==> src/rtl/pfde_pkg.sv <==
package pfde_pkg;

  // Screen geometry
  localparam int SCREEN_WIDTH  = 128;
  localparam int SCREEN_HEIGHT = 64;
  localparam int GLYPH_COLS    = 5;
  localparam int GLYPH_ROWS    = 7;
  localparam int PAGE_COUNT    = (SCREEN_HEIGHT + 7) / 8;
  localparam int STORE_BYTES   = SCREEN_WIDTH * PAGE_COUNT;
  localparam int ADDR_W        = $clog2(STORE_BYTES);
  localparam int PAGE_W        = (PAGE_COUNT > 1) ? $clog2(PAGE_COUNT) : 1;
  localparam int X_W           = $clog2(SCREEN_WIDTH);
  localparam int COORD_W       = 12;

  localparam logic signed [COORD_W-1:0] SCR_W_C = COORD_W'(SCREEN_WIDTH);
  localparam logic signed [COORD_W-1:0] SCR_H_C = COORD_W'(SCREEN_HEIGHT);

  // Opcodes
  localparam logic [2:0] OP_CLEAR = 3'd0;
  localparam logic [2:0] OP_PIXEL = 3'd1;
  localparam logic [2:0] OP_HLINE = 3'd2;
  localparam logic [2:0] OP_VLINE = 3'd3;
  localparam logic [2:0] OP_RECT  = 3'd4;
  localparam logic [2:0] OP_GLYPH = 3'd5;
  localparam logic [2:0] OP_READ  = 3'd6;

  // Kinds of pixel walk the datapath can load
  typedef enum logic [2:0] {
    SEG_PIXEL, SEG_HLINE, SEG_VLINE, SEG_R0, SEG_R1, SEG_R2, SEG_R3, SEG_GLYPH
  } seg_t;

  typedef logic [0:GLYPH_ROWS-1][GLYPH_COLS-1:0] glyph_t;

  typedef struct packed {
    logic load;
    logic seg_load;
    seg_t seg;
    logic step;
    logic mem_rd;
    logic rd_sel;
    logic mem_wr;
    logic clr_step;
    logic res_load;
  } dp_cmd_t;

  typedef struct packed {
    logic walk_done;
    logic pix_hit;
    logic clr_last;
    logic rect_ok;
    logic out_busy;
  } dp_sts_t;

  // 5x7 font; unknown codes are blank
  function automatic glyph_t font_lookup(input logic [6:0] code);
    glyph_t g;
    case (code)
      7'h3A: g = {5'h00, 5'h04, 5'h04, 5'h00, 5'h04, 5'h04, 5'h00};
      7'h30: g = {5'h0E, 5'h11, 5'h13, 5'h15, 5'h19, 5'h11, 5'h0E};
      7'h31: g = {5'h04, 5'h0C, 5'h04, 5'h04, 5'h04, 5'h04, 5'h0E};
      7'h32: g = {5'h0E, 5'h11, 5'h01, 5'h02, 5'h04, 5'h08, 5'h1F};
      7'h33: g = {5'h1F, 5'h02, 5'h04, 5'h02, 5'h01, 5'h11, 5'h0E};
      7'h34: g = {5'h02, 5'h06, 5'h0A, 5'h12, 5'h1F, 5'h02, 5'h02};
      7'h35: g = {5'h1F, 5'h10, 5'h1E, 5'h01, 5'h01, 5'h11, 5'h0E};
      7'h36: g = {5'h06, 5'h08, 5'h10, 5'h1E, 5'h11, 5'h11, 5'h0E};
      7'h37: g = {5'h1F, 5'h01, 5'h02, 5'h04, 5'h08, 5'h08, 5'h08};
      7'h38: g = {5'h0E, 5'h11, 5'h11, 5'h0E, 5'h11, 5'h11, 5'h0E};
      7'h39: g = {5'h0E, 5'h11, 5'h11, 5'h0F, 5'h01, 5'h02, 5'h0C};
      7'h41: g = {5'h0E, 5'h11, 5'h11, 5'h1F, 5'h11, 5'h11, 5'h11};
      7'h42: g = {5'h1E, 5'h11, 5'h11, 5'h1E, 5'h11, 5'h11, 5'h1E};
      7'h43: g = {5'h0E, 5'h11, 5'h10, 5'h10, 5'h10, 5'h11, 5'h0E};
      7'h44: g = {5'h1E, 5'h11, 5'h11, 5'h11, 5'h11, 5'h11, 5'h1E};
      7'h45: g = {5'h1F, 5'h10, 5'h10, 5'h1E, 5'h10, 5'h10, 5'h1F};
      7'h46: g = {5'h1F, 5'h10, 5'h10, 5'h1E, 5'h10, 5'h10, 5'h10};
      7'h49: g = {5'h0E, 5'h04, 5'h04, 5'h04, 5'h04, 5'h04, 5'h0E};
      7'h4C: g = {5'h10, 5'h10, 5'h10, 5'h10, 5'h10, 5'h10, 5'h1F};
      7'h4D: g = {5'h11, 5'h1B, 5'h15, 5'h11, 5'h11, 5'h11, 5'h11};
      7'h4E: g = {5'h11, 5'h19, 5'h15, 5'h13, 5'h11, 5'h11, 5'h11};
      7'h4F: g = {5'h0E, 5'h11, 5'h11, 5'h11, 5'h11, 5'h11, 5'h0E};
      7'h53: g = {5'h0F, 5'h10, 5'h10, 5'h0E, 5'h01, 5'h01, 5'h1E};
      7'h54: g = {5'h1F, 5'h04, 5'h04, 5'h04, 5'h04, 5'h04, 5'h04};
      7'h55: g = {5'h11, 5'h11, 5'h11, 5'h11, 5'h11, 5'h11, 5'h0E};
      7'h61: g = {5'h00, 5'h0E, 5'h01, 5'h0F, 5'h11, 5'h13, 5'h0D};
      7'h64: g = {5'h01, 5'h01, 5'h0D, 5'h13, 5'h11, 5'h13, 5'h0D};
      7'h65: g = {5'h00, 5'h0E, 5'h11, 5'h1F, 5'h10, 5'h11, 5'h0E};
      7'h6E: g = {5'h00, 5'h16, 5'h19, 5'h11, 5'h11, 5'h11, 5'h11};
      default: g = '0;
    endcase
    return g;
  endfunction

endpackage

==> src/rtl/pfde_ctrl.sv <==
module pfde_ctrl (
  input  logic              clk,
  input  logic              rst,
  input  logic              in_valid,
  output logic              in_stall,
  input  logic [2:0]        opcode,
  input  pfde_pkg::dp_sts_t sts,
  output pfde_pkg::dp_cmd_t cmd
);
  import pfde_pkg::*;

  typedef enum logic [2:0] {
    S_INIT, S_IDLE, S_CLEAR, S_SEG, S_PIX, S_WR, S_RD, S_DONE
  } state_t;

  state_t state, state_next;
  seg_t   seg, seg_next;
  logic   accept;

  assign in_stall = (state != S_IDLE);
  assign accept   = in_valid && !in_stall;

  // Sequence the command
  always_comb begin
    cmd        = '0;
    cmd.seg    = seg;
    state_next = state;
    seg_next   = seg;
    case (state)
      S_INIT: begin
        cmd.clr_step = 1'b1;
        if (sts.clr_last) state_next = S_IDLE;
      end
      S_IDLE: begin
        if (accept) begin
          cmd.load   = 1'b1;
          state_next = S_SEG;
          case (opcode)
            OP_CLEAR: state_next = S_CLEAR;
            OP_PIXEL: seg_next = SEG_PIXEL;
            OP_HLINE: seg_next = SEG_HLINE;
            OP_VLINE: seg_next = SEG_VLINE;
            OP_RECT: begin
              seg_next = SEG_R0;
              if (!sts.rect_ok) state_next = S_DONE;
            end
            OP_GLYPH: seg_next = SEG_GLYPH;
            OP_READ:  state_next = S_RD;
            default:  state_next = S_DONE;
          endcase
        end
      end
      S_CLEAR: begin
        cmd.clr_step = 1'b1;
        if (sts.clr_last) state_next = S_DONE;
      end
      S_SEG: begin
        cmd.seg_load = 1'b1;
        state_next   = S_PIX;
      end
      S_PIX: begin
        if (sts.walk_done) begin
          if (seg == SEG_R0 || seg == SEG_R1 || seg == SEG_R2) begin
            seg_next   = seg_t'(seg + 3'd1);
            state_next = S_SEG;
          end else begin
            state_next = S_DONE;
          end
        end else if (sts.pix_hit) begin
          cmd.mem_rd = 1'b1;
          state_next = S_WR;
        end else begin
          cmd.step = 1'b1;
        end
      end
      S_WR: begin
        cmd.mem_wr = 1'b1;
        cmd.step   = 1'b1;
        state_next = S_PIX;
      end
      S_RD: begin
        cmd.mem_rd = 1'b1;
        cmd.rd_sel = 1'b1;
        state_next = S_DONE;
      end
      S_DONE: begin
        if (!sts.out_busy) begin
          cmd.res_load = 1'b1;
          state_next   = S_IDLE;
        end
      end
      default: state_next = S_IDLE;
    endcase
  end

  always_ff @(posedge clk) begin
    if (rst) begin
      state <= S_INIT;
      seg   <= SEG_PIXEL;
    end else begin
      state <= state_next;
      seg   <= seg_next;
    end
  end

  // A write always follows the read of the same pixel
  a_wr_after_rd: assert property (@(posedge clk) disable iff (rst)
    state == S_WR |-> $past(state) == S_PIX && $past(cmd.mem_rd))
    else $error("write without preceding read");

  // Memory port is never claimed twice
  a_one_access: assert property (@(posedge clk) disable iff (rst)
    !(cmd.mem_wr && cmd.clr_step))
    else $error("clear and pixel write collide");

  // A beat leaves the idle state
  a_accept_busy: assert property (@(posedge clk) disable iff (rst)
    accept |=> state != S_IDLE)
    else $error("accepted beat not started");

  // Result loads only into a free output register
  a_res_free: assert property (@(posedge clk) disable iff (rst)
    cmd.res_load |-> !sts.out_busy)
    else $error("result overwrites a held beat");

endmodule

==> config.mk <==
export PLATFORM = sky130hd
export DESIGN_NAME = pfde_ctrl
export DESIGN_NICKNAME = d
export VERILOG_FILES = /design/src/rtl/pfde_pkg.sv /design/src/rtl/pfde_ctrl.sv
export SDC_FILE = /design/constraint.sdc
export NUM_CORES = 1
export LEC_CHECK = 0
export ABC_AREA = 1
export BUFFER_PORTS_ARGS = -buffer_cell sky130_fd_sc_hd__buf_2
export CORE_AREA = 2 2 39 41
export DETAILED_ROUTE_END_ITERATION = 8
export DIE_AREA = 0 0 41 43
export PLACE_DENSITY = 0.89
export SLEW_MARGIN = 20
export SYNTH_ARGS = -nofsm -noshare
export SYNTH_HDL_FRONTEND = slang
export SYNTH_SLANG_ARGS = --single-unit
==> constraint.sdc <==
create_clock -name clk -period 3.9 [get_ports clk]
set_clock_uncertainty 0.15 [all_clocks]
set_input_delay 1.17 -clock clk [delete_from_list [all_inputs] [get_ports clk]]
set_output_delay 1.17 -clock clk [all_outputs]
set_load 0.03 [all_outputs]
Word level (Yosys, flattened, before mapping)
Index checks and enable logic that the tools add are counted.

Flip-flop bits (word level): 6. Input port bits: 11. Output and inout port bits: 12. Word-level logic and storage cells: 68.

$add $sub $neg: 1. Eq/ne operators: 25. Muxes and demuxes: 28. Reductions and logical operators: 12.

Operators by type and width (count): $mux W3 (11); $eq A3 B3 Y1 const B (9); $pmux W3 S7 (1); $eq A3 B2 Y1 const B (5); $pmux W3 S5 (1); $ne A2 B2 Y1 const B (6); $pmux W3 S4 (1); $mux W1 (10); $reduce_and A5 Y1 (2); $eq A3 B1 Y1 const B (2); $logic_not A3 Y1 (2); $ne A6 B1 Y1 const B (1); $pmux W3 S2 (1); $pmux W1 S2 (2); $reduce_or A2 Y1 (2); $reduce_or A4 Y1 (1); $add A3 B1 Y3 const B (1); $ne A3 B1 Y1 const B (1); $ne A3 B3 Y1 const B (1); $logic_or A1 B1 Y1 (2); $mux W2 (1); $reduce_bool A2 Y1 (1); $logic_and A1 B1 Y1 (1); $logic_not A1 Y1 (1).

Longest topological paths before layout
Gate-level depths: netlist of run 1.

Word-level depth: 6. Gate-level depth with buffers: 12. Depth with buffers taken out: 12.

Worst setup path after synthesis of run 1
OpenSTA, ideal clock, no wires.

Kind: in2out. Start point: input sts[0] (netlist bit). End point: output cmd[0] (netlist bit). Arrival: 2.168 ns. Required time: 2.580 ns. Slack: 0.412 ns. Stages: 1. Buffers on the path: 0. Cell sequence: nor4_1.

Cells in the longest elaborated chain, start to end: 2.

Ends and longest elaborated chain: start, declared (line pfde_ctrl.sv:7) `input pfde_pkg::dp_sts_t sts,`; $mux W1 (line pfde_ctrl.sv:87) `if (!sts.out_busy) begin`; $mux W1 (line pfde_ctrl.sv:29) `case (state)`; end, declared (line pfde_ctrl.sv:8) `output pfde_pkg::dp_cmd_t cmd`.

Every way passes these cells.

==> impl_metrics.csv, run 1 <==
group,metric,value,unit
run_status,status,"finished clean",
floorplanning,initial_core_util,0.4593,
setup_path,worst-path-buf-inv,2,
setup_path,slowest_stage,"buf_2",
final_layout,diodes,0,
setup_path,cp_max_fo,3,
power_and_ir_drop,peakVddDrop,0.2959,mV
power_and_ir_drop,p_clk_frac,0.106,
setup_path,critPathMostFrequentCell,"buf_2",
global_route,grt_pass1_vias,642,
routing,routed_wl,1469,um
synth,ys_types,23,
floorplanning,core,0.001384,sq mm
setup_path,path_cells,"buf_2, nor2_1, nand3_1, nand2_1, buf_2",
flow_run,drv_cap,0,
setup_path,rr_worst_depth,10,
clock_network,cts_tree,"done",
worst_hold_path,min_to,"seg[1]$_SDFFE_PP0P_",
setup_path,r2r-start,"seg[0]$_SDFFE_PP0P_",
floorplanning,die_w,41,um
clock_network,cts_hold_repair.buffers,0,
sta,rsz0062_at_grt,"false",
floorplanning,die_h,43,um
global_route,grt_pass1_wl,2394,um
synth,synth-warning-count,0,
sta,hold_viol,0,
setup_path,arrival,1.79,ns
setup_path,endpoint_kind,"primary output",
setup_path,cp_top_family,"buffers and inverters",
clock_network,insertion_delay,0.24,ns
placed_design,hpwl,1224,um
worst_hold_path,hold_class,"register to register",
clock_network,cts_setup_buffers,0,
clock_network,htree_num_levels,1,
sta,finalSetupViolations,0,
synth,netlist_top_cells_area,"dfxtp_1 19%, nand2_1 15%, nor2_1 8.9%, inv_1 7.7%, nand3_1 7.1%",
routing,ant_nets,0,
global_route,grt_util_all_layers,0.1940,
setup_path,cpPeakStageDelay,0.19,ns
synth,syn_area_per_cell,5.996,sq um
synth,synth_edf_count,0,
setup_path,crit_type,"input pin to primary output",
synth,ys_ff_latch,6,
placed_design,routabilityCongestion,0.8273,
power_and_ir_drop,cellLeakagePower,0.4450,nW
final_layout,nets,145,
synth,synth_nets,120,
routing,drcViolationCount,0,
final_layout,fill_cells,141,
floorplanning,dieArea,0.001763,sq mm
setup_path,required,2.58,ns
synth,postSynthCellCount,106,
power_and_ir_drop,power.total,0.0005179,W
sta,tightestPinTransition,0.4242,ns
synth,syn_area,635.6,sq um
clock_network,numCtsBuffers,3,
clock_network,cts-resized-gates,0,
sta,fin_crit_sh,0.7982,
final_layout,drive_gt1_frac,0.3178,
synth,netlist.area_leader.share,0.1890,
power_and_ir_drop,p_int,0.0002286,W
final_layout,area_growth,20.47,%
clock_network,cts-root-buf,"clkbuf_4",
routing,wl_per_cell,10.13,um
final_layout,post-route-util,0.5533,
routing,viasPerCell,5.069,
synth,synthArstFlopShare,0,
sta,clock.fmax,321.3,MHz
clock_network,path_clk_slew,0.04,ns
synth,synth.yosys.seq_area_share,0.1890,
sta,fin_worst_hold_slack,0.3765,ns
sta,finalCriticalPeriod,3.113,ns
power_and_ir_drop,switching_share,0.5586,
power_and_ir_drop,p_switching,0.0002893,W
sta,setup_tns,0,ns
placed_design,io_buffers,22,
synth,ys.flop_type,"dfxtp_1",
clock_network,clockBufferDepth,2,
worst_hold_path,hp-start,"seg[1]$_SDFFE_PP0P_",
sta,maxSlewHeadroom,0.7168,
power_and_ir_drop,combPwrFrac,0.628,
power_and_ir_drop,powerDensity,676.4,mW/mm^2
synth,yosys.area.top_type,"dfxtp_1",
global_route,grt_antenna_before_repair,0,
clock_network,cts_num_sinks,6,
sta,slew_violations,0,
worst_hold_path,holdPathStages,2,
routing,route.vias.total,735,
power_and_ir_drop,p_seq_frac,0.267,
setup_path,start_kind,"input pin",
floorplanning,ios,23,
routing,drt_iter0_markers,16,
global_route,grt_start_max_net_pins,11,
floorplanning,floorplan.rows,14,
routing,first_pass_iters,4,
setup_path,worstReg2RegEnd,"seg[1]$_SDFFE_PP0P_",
setup_path,reg2reg_slack,2.31,ns
global_route,grt_overflow,0,
worst max-delay path by stage:
stage               startpoint  depth (start not counted)     end  slack, ns
global route            sts[0]                          3  cmd[0]       0.70
CTS                     sts[4]                          5  cmd[5]       0.79
floorplan               sts[0]                          1  cmd[0]       0.41
detailed placement      sts[4]                          5  cmd[5]       0.79
global placement        sts[4]                          5  cmd[5]       0.83
finish                  sts[4]                          5  cmd[5]       0.79
sequential cells by signal, indices dropped and copies added (netlist names):
signal  cells
seg         3
state       3
metrics by stage:
stage | instance area (sq um) | cells | worst slack [ns]
after global routing | 765.7 | 145 | 0.6968
after global placement | 743.2 | 142 | 0.8339
after detailed placement | 743.2 | 142 | 0.7901
after CTS | 765.7 | 145 | 0.7886
final | 765.7 | 145 | 0.7872
after floorplan | 635.6 | 106 | 0.4123
worst reg2reg max path: stages (launching register included):
cell     delay [ns]
dfxtp_1        0.42
ha_1           0.22
inv_1          0.06
nand2_1        0.06
nand2_1        0.04
nand2_1        0.07
nand2_1        0.08
nand2_2        0.10
nand2_2        0.08
o21ai_1        0.15
nor2_1         0.05
cell type report:
cell class                 instances  area (sq um)  area share
inverter                          17         68.82     0.08987
timing repair buffer              22         110.1      0.1438
clock buffer                       3         22.52     0.02941
sequential                         6         120.1      0.1569
tap                               16         20.02     0.02614
multi-input combinational         81         424.2      0.5539
synth_stat cells, types with 2 or more instances:
library cell / count
buf_6: 2
nand3_1: 9
nand2_2: 5
inv_1: 13
nand4_1: 3
nand2_1: 26
nor3_1: 2
a21oi_1: 4
dfxtp_1: 6
inv_2: 3
nor2_1: 15
ha_1: 3
o21ai_1: 2
o21ai_0: 3
nor2_2: 2
routing by layer:
| layer | global-route usage | vias to the layer above | wire, um |
|---|---|---|---|
| met5 | 0 | - | 0 |
| met4 | 0.04000 | 0 | 0 |
| met3 | 0.07853 | 0 | 85 |
| met2 | 0.3375 | 20 | 752 |
| met1 | 0.2065 | 330 | 631 |
| li1 | - | 385 | - |
cell families after synthesis:
logic type,after synthesis,synth area share
and+or+nand+nor,66,0.4980
buffers and inverters,19,0.1437
AOI/OAI and AO/OA,12,0.1102
DFF,6,0.1890
adders and majority gates,3,0.05906
cells in the final DEF (no fill, tap or decap), drive strengths merged:
cell type / count
inv: 17
nand2: 31
clkbuf: 3
nor4: 1
o21ai: 5
a21oi: 5
buf: 22
nand4: 3
nand3: 11
dfxtp: 6
a31o: 1
o211ai: 1
ha: 3
nor3: 2
nor2: 18
power groups by stage:
| stage | logic (W) | clock network, W | registers (W) |
|---|---|---|---|
| after global routing | 0.000366 | 0.0000614 | 0.000144 |
| after floorplan | 0.000278 | 0 | 0.000124 |
| final | 0.000325 | 0.0000547 | 0.000138 |
| after detailed placement | 0.000323 | 0 | 0.000138 |
| after global placement | 0.000320 | 0 | 0.000136 |
| after CTS | 0.000326 | 0.0000572 | 0.000137 |
No activity file was read; power rests on OpenSTA's default activity.
==> inputs of run 2 (changes only) <==
Settings changed: ABC_AREA 1 to 0, PLACE_DENSITY 0.89 to 0.86.
Clock period 3.9 ns to 2.88 ns, I/O delays scaled along.
==> run 2 against run 1 <==
Against the previous run: sequential share of layout area increased by 0.89 points; global-route usage is 1.6 points lower; hold slack worse by 0.022 ns; count of clock-buffer cells in the layout unchanged; total power up 16%; synthesized cell count fell by 24%; critical path depth shrank 1; critical endpoint unchanged; highest routed layer unchanged.
==> impl_metrics.csv, run 2 <==
group,metric,value,unit
run_status,status,"finished clean",
global_route,grt_overflow,0,
synth,yosys.area.top_type,"dfxtp_1",
final_layout,final_common_cell,"buf_2",
clock_network,cts-resized-gates,0,
synth,ys.flop_type,"dfxtp_1",
final_layout,drive_gt1_frac,0.2913,
placed_design,dp.cells,116,
sta,setup_tns,0,ns
floorplanning,die_h,43,um
synth,synth.yosys.seq_area_share,0.2043,
clock_network,cts_hold_repair.buffers,0,
synth,ys_types,30,
sta,clock.fmax,387.4,MHz
floorplanning,dieArea,0.001763,sq mm
worst_hold_path,holdPathStages,2,
floorplanning,core,0.001384,sq mm
setup_path,cp_max_fo,14,
synth,syn_area_per_cell,7.260,sq um
final_layout,area_growth,23.19,%
synth,netlist_top_cells_area,"dfxtp_1 20%, ha_1 6.4%, nor3_1 6.0%, o21ai_0 5.1%, inv_1 4.5%",
placed_design,routabilityCongestion,0.8392,
clock_network,cts_setup_buffers,0,
sta,finalCriticalPeriod,2.581,ns
synth,ys_ff_latch,6,
synth,syn_area,588.1,sq um
floorplanning,initial_core_util,0.4250,
synth,synth-warning-count,0,
placed_design,hpwl,1061,um
clock_network,cts_num_sinks,6,
global_route,met1_usage,0.2492,
worst_hold_path,hp-start,"seg[1]$_SDFFE_PP0P_",
global_route,grt_pass1_vias,521,
sta,tightestPinTransition,0.4475,ns
power_and_ir_drop,cellLeakagePower,0.3155,nW
placed_design,place_area,701.9,sq um
sta,rsz0062_at_grt,"false",
synth,synth_edf_count,0,
setup_path,arrival,1.57,ns
global_route,grt_start_max_net_pins,15,
clock_network,cts-root-buf,"clkbuf_4",
power_and_ir_drop,peakVddDrop,0.3776,mV
global_route,met3_usage,0.01571,
global_route,top_usage_layer,"met2",
setup_path,worstReg2RegEnd,"seg[2]$_SDFFE_PP0P_",
setup_path,r2r-start,"state[0]$_SDFFE_PP0P_",
final_layout,stdcell_area,724.4,sq um
synth,synth_commonest_cells,"7 x inv_1, 7 x nor3_1, 6 x dfxtp_1, 6 x nor2_1, 6 x o21ai_0",
placed_design,post-place-ws,0.3147,ns
final_layout,diodes,0,
global_route,grt_pass1_wl,2242,um
clock_network,clockBufferDepth,2,
sta,hold_viol,0,
floorplanning,floorplan.rows,14,
sta,fin_crit_sh,0.8962,
setup_path,required,1.87,ns
routing,drcViolationCount,0,
clock_network,numCtsBuffers,3,
sta,fin_worst_hold_slack,0.3541,ns
synth,postSynthCellCount,81,
global_route,grt_util_all_layers,0.1781,
final_layout,mostFrequentLayoutCells,"22 x buf_2, 7 x inv_1, 7 x nor3_1",
global_route,grt_antenna_before_repair,0,
sta,slew_violations,0,
floorplanning,ios,23,
synth,netlist.area_leader.share,0.2043,
worst_hold_path,hold_class,"register to register",
clock_network,cts_tree,"done",
setup_path,reg2reg_slack,0.93,ns
synth,synthArstFlopShare,0,
clock_network,insertion_delay,0.23,ns
synth,synth_nets,95,
clock_network,htree_num_levels,1,
final_layout,reg_top3,"seg x3, state x3",
power_and_ir_drop,powerDensity,826.4,mW/mm^2
setup_path,crit_type,"register to primary output",
clock_network,path_clk_slew,0.04,ns
sta,finalSetupViolations,0,
sta,setup_ws,0.2989,ns
placed_design,io_buffers,22,
routing,first_pass_iters,4,
routing,routed_wl,1406,um
routing,wl_per_cell,11.82,um
routing,ant_nets,0,
setup_path,rr_worst_depth,4,
routing,viasPerCell,5.723,
routing,route.vias.total,681,
setup_path,endpoint_kind,"primary output",
sta,maxSlewHeadroom,0.6985,
routing,drt_iter0_markers,19,
final_layout,instances_no_fill,119,
global_route,grtUsageMet2,0.2750,
setup_path,start_kind,"register",
final_layout,nets,119,
flow_run,drv_cap,0,
floorplanning,die_w,41,um
worst_hold_path,min_to,"seg[1]$_SDFFE_PP0P_",
[run 2: cell count changes after synthesis, moves of 3 or more]
cell / delta
nand2_1: -22
nand3_1: -5
inv_2: -3
inv_1: -6
nand4_1: -3
nand2_2: -5
o21ai_0: +3
and3_1: +3
nor3_1: +5
nor2_1: -9
[run 2: worst max path at each step]
| stage | start | endpoint | slack [ns] | cells past startpoint |
|---|---|---|---|---|
| 3_5_place_dp | in_valid | cmd[10] | 0.31 | 3 |
| 3_3_place_gp | in_valid | cmd[10] | 0.31 | 3 |
| 5_1_grt | state[0]$_SDFFE_PP0P_ | cmd[5] | 0.20 | 4 |
| 6_report | state[0]$_SDFFE_PP0P_ | cmd[5] | 0.30 | 4 |
| 4_1_cts | state[0]$_SDFFE_PP0P_ | cmd[5] | 0.28 | 4 |
| 2_1_floorplan | sts[4] | cmd[4] | 0.24 | 3 |
[run 2: final cells by class]
type / instances / area, sq um
clock buffer: 3 / 22.52
fill: 132 / 659.4
inverter: 7 / 26.28
multi-input combinational: 64 / 417.9
sequential: 6 / 120.1
tap: 16 / 20.02
timing repair buffer: 23 / 117.6
[run 2: logic make-up (layout without fill, tap and decap cells)]
kind of cell | Yosys count | count (layout) | synth area share
and+or+nand+nor | 37 | 37 | 0.3532
AOI/OAI and AO/OA | 24 | 24 | 0.2830
buffers and inverters | 11 | 33 | 0.09575
DFF | 6 | 6 | 0.2043
adders and majority gates | 3 | 3 | 0.06384
[run 2: worst max-delay path, stage by stage, from the launching register on]
cell and delay [ns]:
dfxtp_1 0.42, or3b_4 0.49, nor3_1 0.13, or2_2 0.12, buf_2 0.18
[run 2: where the power goes]
group	total, W	switching [W]	internal (W)
Clock	0.0000723	0.0000255	0.0000468
Combinational	0.000369	0.000231	0.000139
Sequential	0.000157	0.0000486	0.000108
[run 2: stage by stage]
stage | total power [W] | util
2_1_floorplan | 0.0004536 | -
3_3_place_gp | 0.0005171 | 0.5072
3_5_place_dp | 0.0005214 | 0.5072
4_1_cts | 0.0005983 | 0.5235
5_1_grt | 0.0006426 | 0.5235
6_report | 0.0005987 | 0.5235
[run 2: routing by layer]
metal / vias to the layer above / routed length (um)
met2: 17 / 723
met3: 0 / 36
met5: - / 0
li1: 348 / -
met4: 0 / 0
met1: 316 / 645
==> inputs of run 3 (changes only) <==
Clock period 2.88 ns to 2.8 ns, I/O delays scaled along.
==> run 3 against run 2 <==
Against the previous run: critical path depth did not move; routed wire length rose by 4.0%; combinational power rose by 4%; non-clock buffer count did not move; hold slack got worse by 0.0019 ns; total power rose by 4.1%; sequential power barely moved; die area did not move; count of clock-buffer cells in the layout did not move; worst setup slack got worse by 0.13 ns.
==> impl_metrics.csv, run 3 (same netlist as run 2, synthesis figures left out) <==
group,metric,value,unit
global_route,grt_start_max_net_pins,15,
placed_design,io_buffers,22,
sta,rsz0062_at_grt,"false",
routing,route.vias.total,703,
clock_network,cts-resized-gates,0,
sta,fin_worst_hold_slack,0.3522,ns
worst_hold_path,hp-start,"seg[1]$_SDFFE_PP0P_",
final_layout,diodes,0,
sta,maxSlewHeadroom,0.7096,
clock_network,cts_setup_buffers,0,
final_layout,reg_top3,"seg x3, state x3",
placed_design,hpwl,1161,um
routing,routed_wl,1462,um
final_layout,area_growth,23.19,%
floorplanning,ios,23,
clock_network,clockBufferDepth,2,
sta,slew_violations,0,
power_and_ir_drop,combPwrFrac,0.615,
setup_path,required,1.81,ns
floorplanning,floorplan.rows,14,
routing,first_pass_iters,4,
power_and_ir_drop,p_int,0.0003025,W
sta,setup_tns,0,ns
setup_path,r2r-start,"state[0]$_SDFFE_PP0P_",
routing,wl_per_cell,12.29,um
routing,viasPerCell,5.908,
sta,fin_crit_sh,0.9386,
worst_hold_path,min_to,"seg[1]$_SDFFE_PP0P_",
final_layout,nets,119,
sta,clock.fmax,380.5,MHz
routing,met2_wirelength,761,um
worst_hold_path,hold_class,"register to register",
final_layout,drive_gt1_frac,0.2913,
global_route,grt_antenna_before_repair,0,
sta,finalSetupViolations,0,
setup_path,crit_type,"register to primary output",
clock_network,cts_tree,"done",
setup_path,arrival,1.64,ns
run_status,status,"finished clean",
final_layout,fill_cells,137,
routing,drt_iter0_markers,10,
sta,hold_viol,0,
power_and_ir_drop,p_seq_frac,0.257,
final_layout,final_common_cell,"buf_2",
clock_network,cts_num_sinks,6,
power_and_ir_drop,switching_share,0.5147,
routing,met3WireLength,59,um
sta,finalCriticalPeriod,2.628,ns
setup_path,endpoint_kind,"primary output",
global_route,grt_overflow,0,
floorplanning,die_h,43,um
setup_path,reg2reg_slack,0.84,ns
final_layout,multi_input_area,417.9,sq um
sta,tightestPinTransition,0.4311,ns
routing,top_layer,"met4",
placed_design,dp.cells,116,
power_and_ir_drop,p_clk_frac,0.128,
setup_path,worstReg2RegEnd,"seg[2]$_SDFFE_PP0P_",
routing,drcViolationCount,0,
clock_network,insertion_delay,0.24,ns
global_route,grt_pass1_wl,2497,um
clock_network,cts_hold_repair.buffers,0,
setup_path,start_kind,"register",
clock_network,path_clk_slew,0.05,ns
final_layout,mostFrequentLayoutCells,"22 x buf_2, 7 x inv_1, 7 x nor3_1",
placed_design,routabilityCongestion,0.8381,
floorplanning,initial_core_util,0.4250,
worst_hold_path,holdPathStages,2,
power_and_ir_drop,p_switching,0.0003208,W
floorplanning,die_w,41,um
routing,ant_nets,0,
floorplanning,core,0.001384,sq mm
final_layout,instances_no_fill,119,
global_route,grt_util_all_layers,0.2008,
sta,setup_ws,0.1718,ns
floorplanning,dieArea,0.001763,sq mm
setup_path,rr_worst_depth,4,
clock_network,htree_num_levels,1,
setup_path,cp_max_fo,14,
placed_design,post-place-ws,0.2984,ns
routing,drt-met1-wl,619,um
clock_network,cts-root-buf,"clkbuf_4",
final_layout,post-route-util,0.5235,
final_layout,seq_area,120.1,sq um
global_route,grt_pass1_vias,615,
power_and_ir_drop,peakVddDrop,0.4212,mV
clock_network,numCtsBuffers,3,
power_and_ir_drop,powerDensity,860.5,mW/mm^2
power_and_ir_drop,cellLeakagePower,0.3155,nW
flow_run,drv_cap,0,
-- run 3: cell counts in the layout (fill, tap and decap cells not counted) --
Identical to the previous run, type by type.
-- run 3: layout make-up --
| cell class | count | area share |
|---|---|---|
| Clock buffer | 3 | 0.03109 |
| Multi-Input combinational cell | 64 | 0.5769 |
| Tap cell | 16 | 0.02763 |
| Sequential cell | 6 | 0.1658 |
| Timing Repair Buffer | 23 | 0.1623 |
| Inverter | 7 | 0.03627 |
-- run 3: power groups by stage --
stage	logic, W	registers, W	clock network (W)
after floorplan	0.000328	0.000138	0
after global placement	0.000372	0.000160	0
after detailed placement	0.000381	0.000161	0
after CTS	0.000383	0.000159	0.0000830
after global routing	0.000418	0.000169	0.0000879
final	0.000383	0.000160	0.0000801
-- run 3: worst max-delay path by stage --
stage                               start  endpoint  slack [ns]  cells after the start
detailed placement               in_valid   cmd[10]        0.30                      3
global placement                 in_valid   cmd[10]        0.29                      3
floorplan                          sts[4]    cmd[4]        0.21                      3
CTS                 state[0]$_SDFFE_PP0P_    cmd[5]        0.19                      4
finish              state[0]$_SDFFE_PP0P_    cmd[5]        0.17                      4
global route        state[0]$_SDFFE_PP0P_    cmd[5]        0.08                      4
-- run 3: metrics by stage --
stage                     instance area [sq um]  total power, W
after floorplan                           594.3       0.0004666
after global placement                    701.9       0.0005319
after detailed placement                  701.9       0.0005417
after CTS                                 724.4       0.0006251
after global routing                      724.4       0.0006753
final                                     724.4       0.0006234
-- run 3: worst max-delay path, cell delays in order, from the launching register on --
cell and delay [ns]:
dfxtp_1 0.42, or3b_4 0.49, nor3_1 0.17, or2_2 0.13, buf_2 0.18
-- run 3: layer usage --
metal / global-route usage / vias up
met4: 0.1267 / 0
li1: - / 349
met5: 0 / -
met3: 0.04188 / 2
met2: 0.2938 / 25
met1: 0.2540 / 327
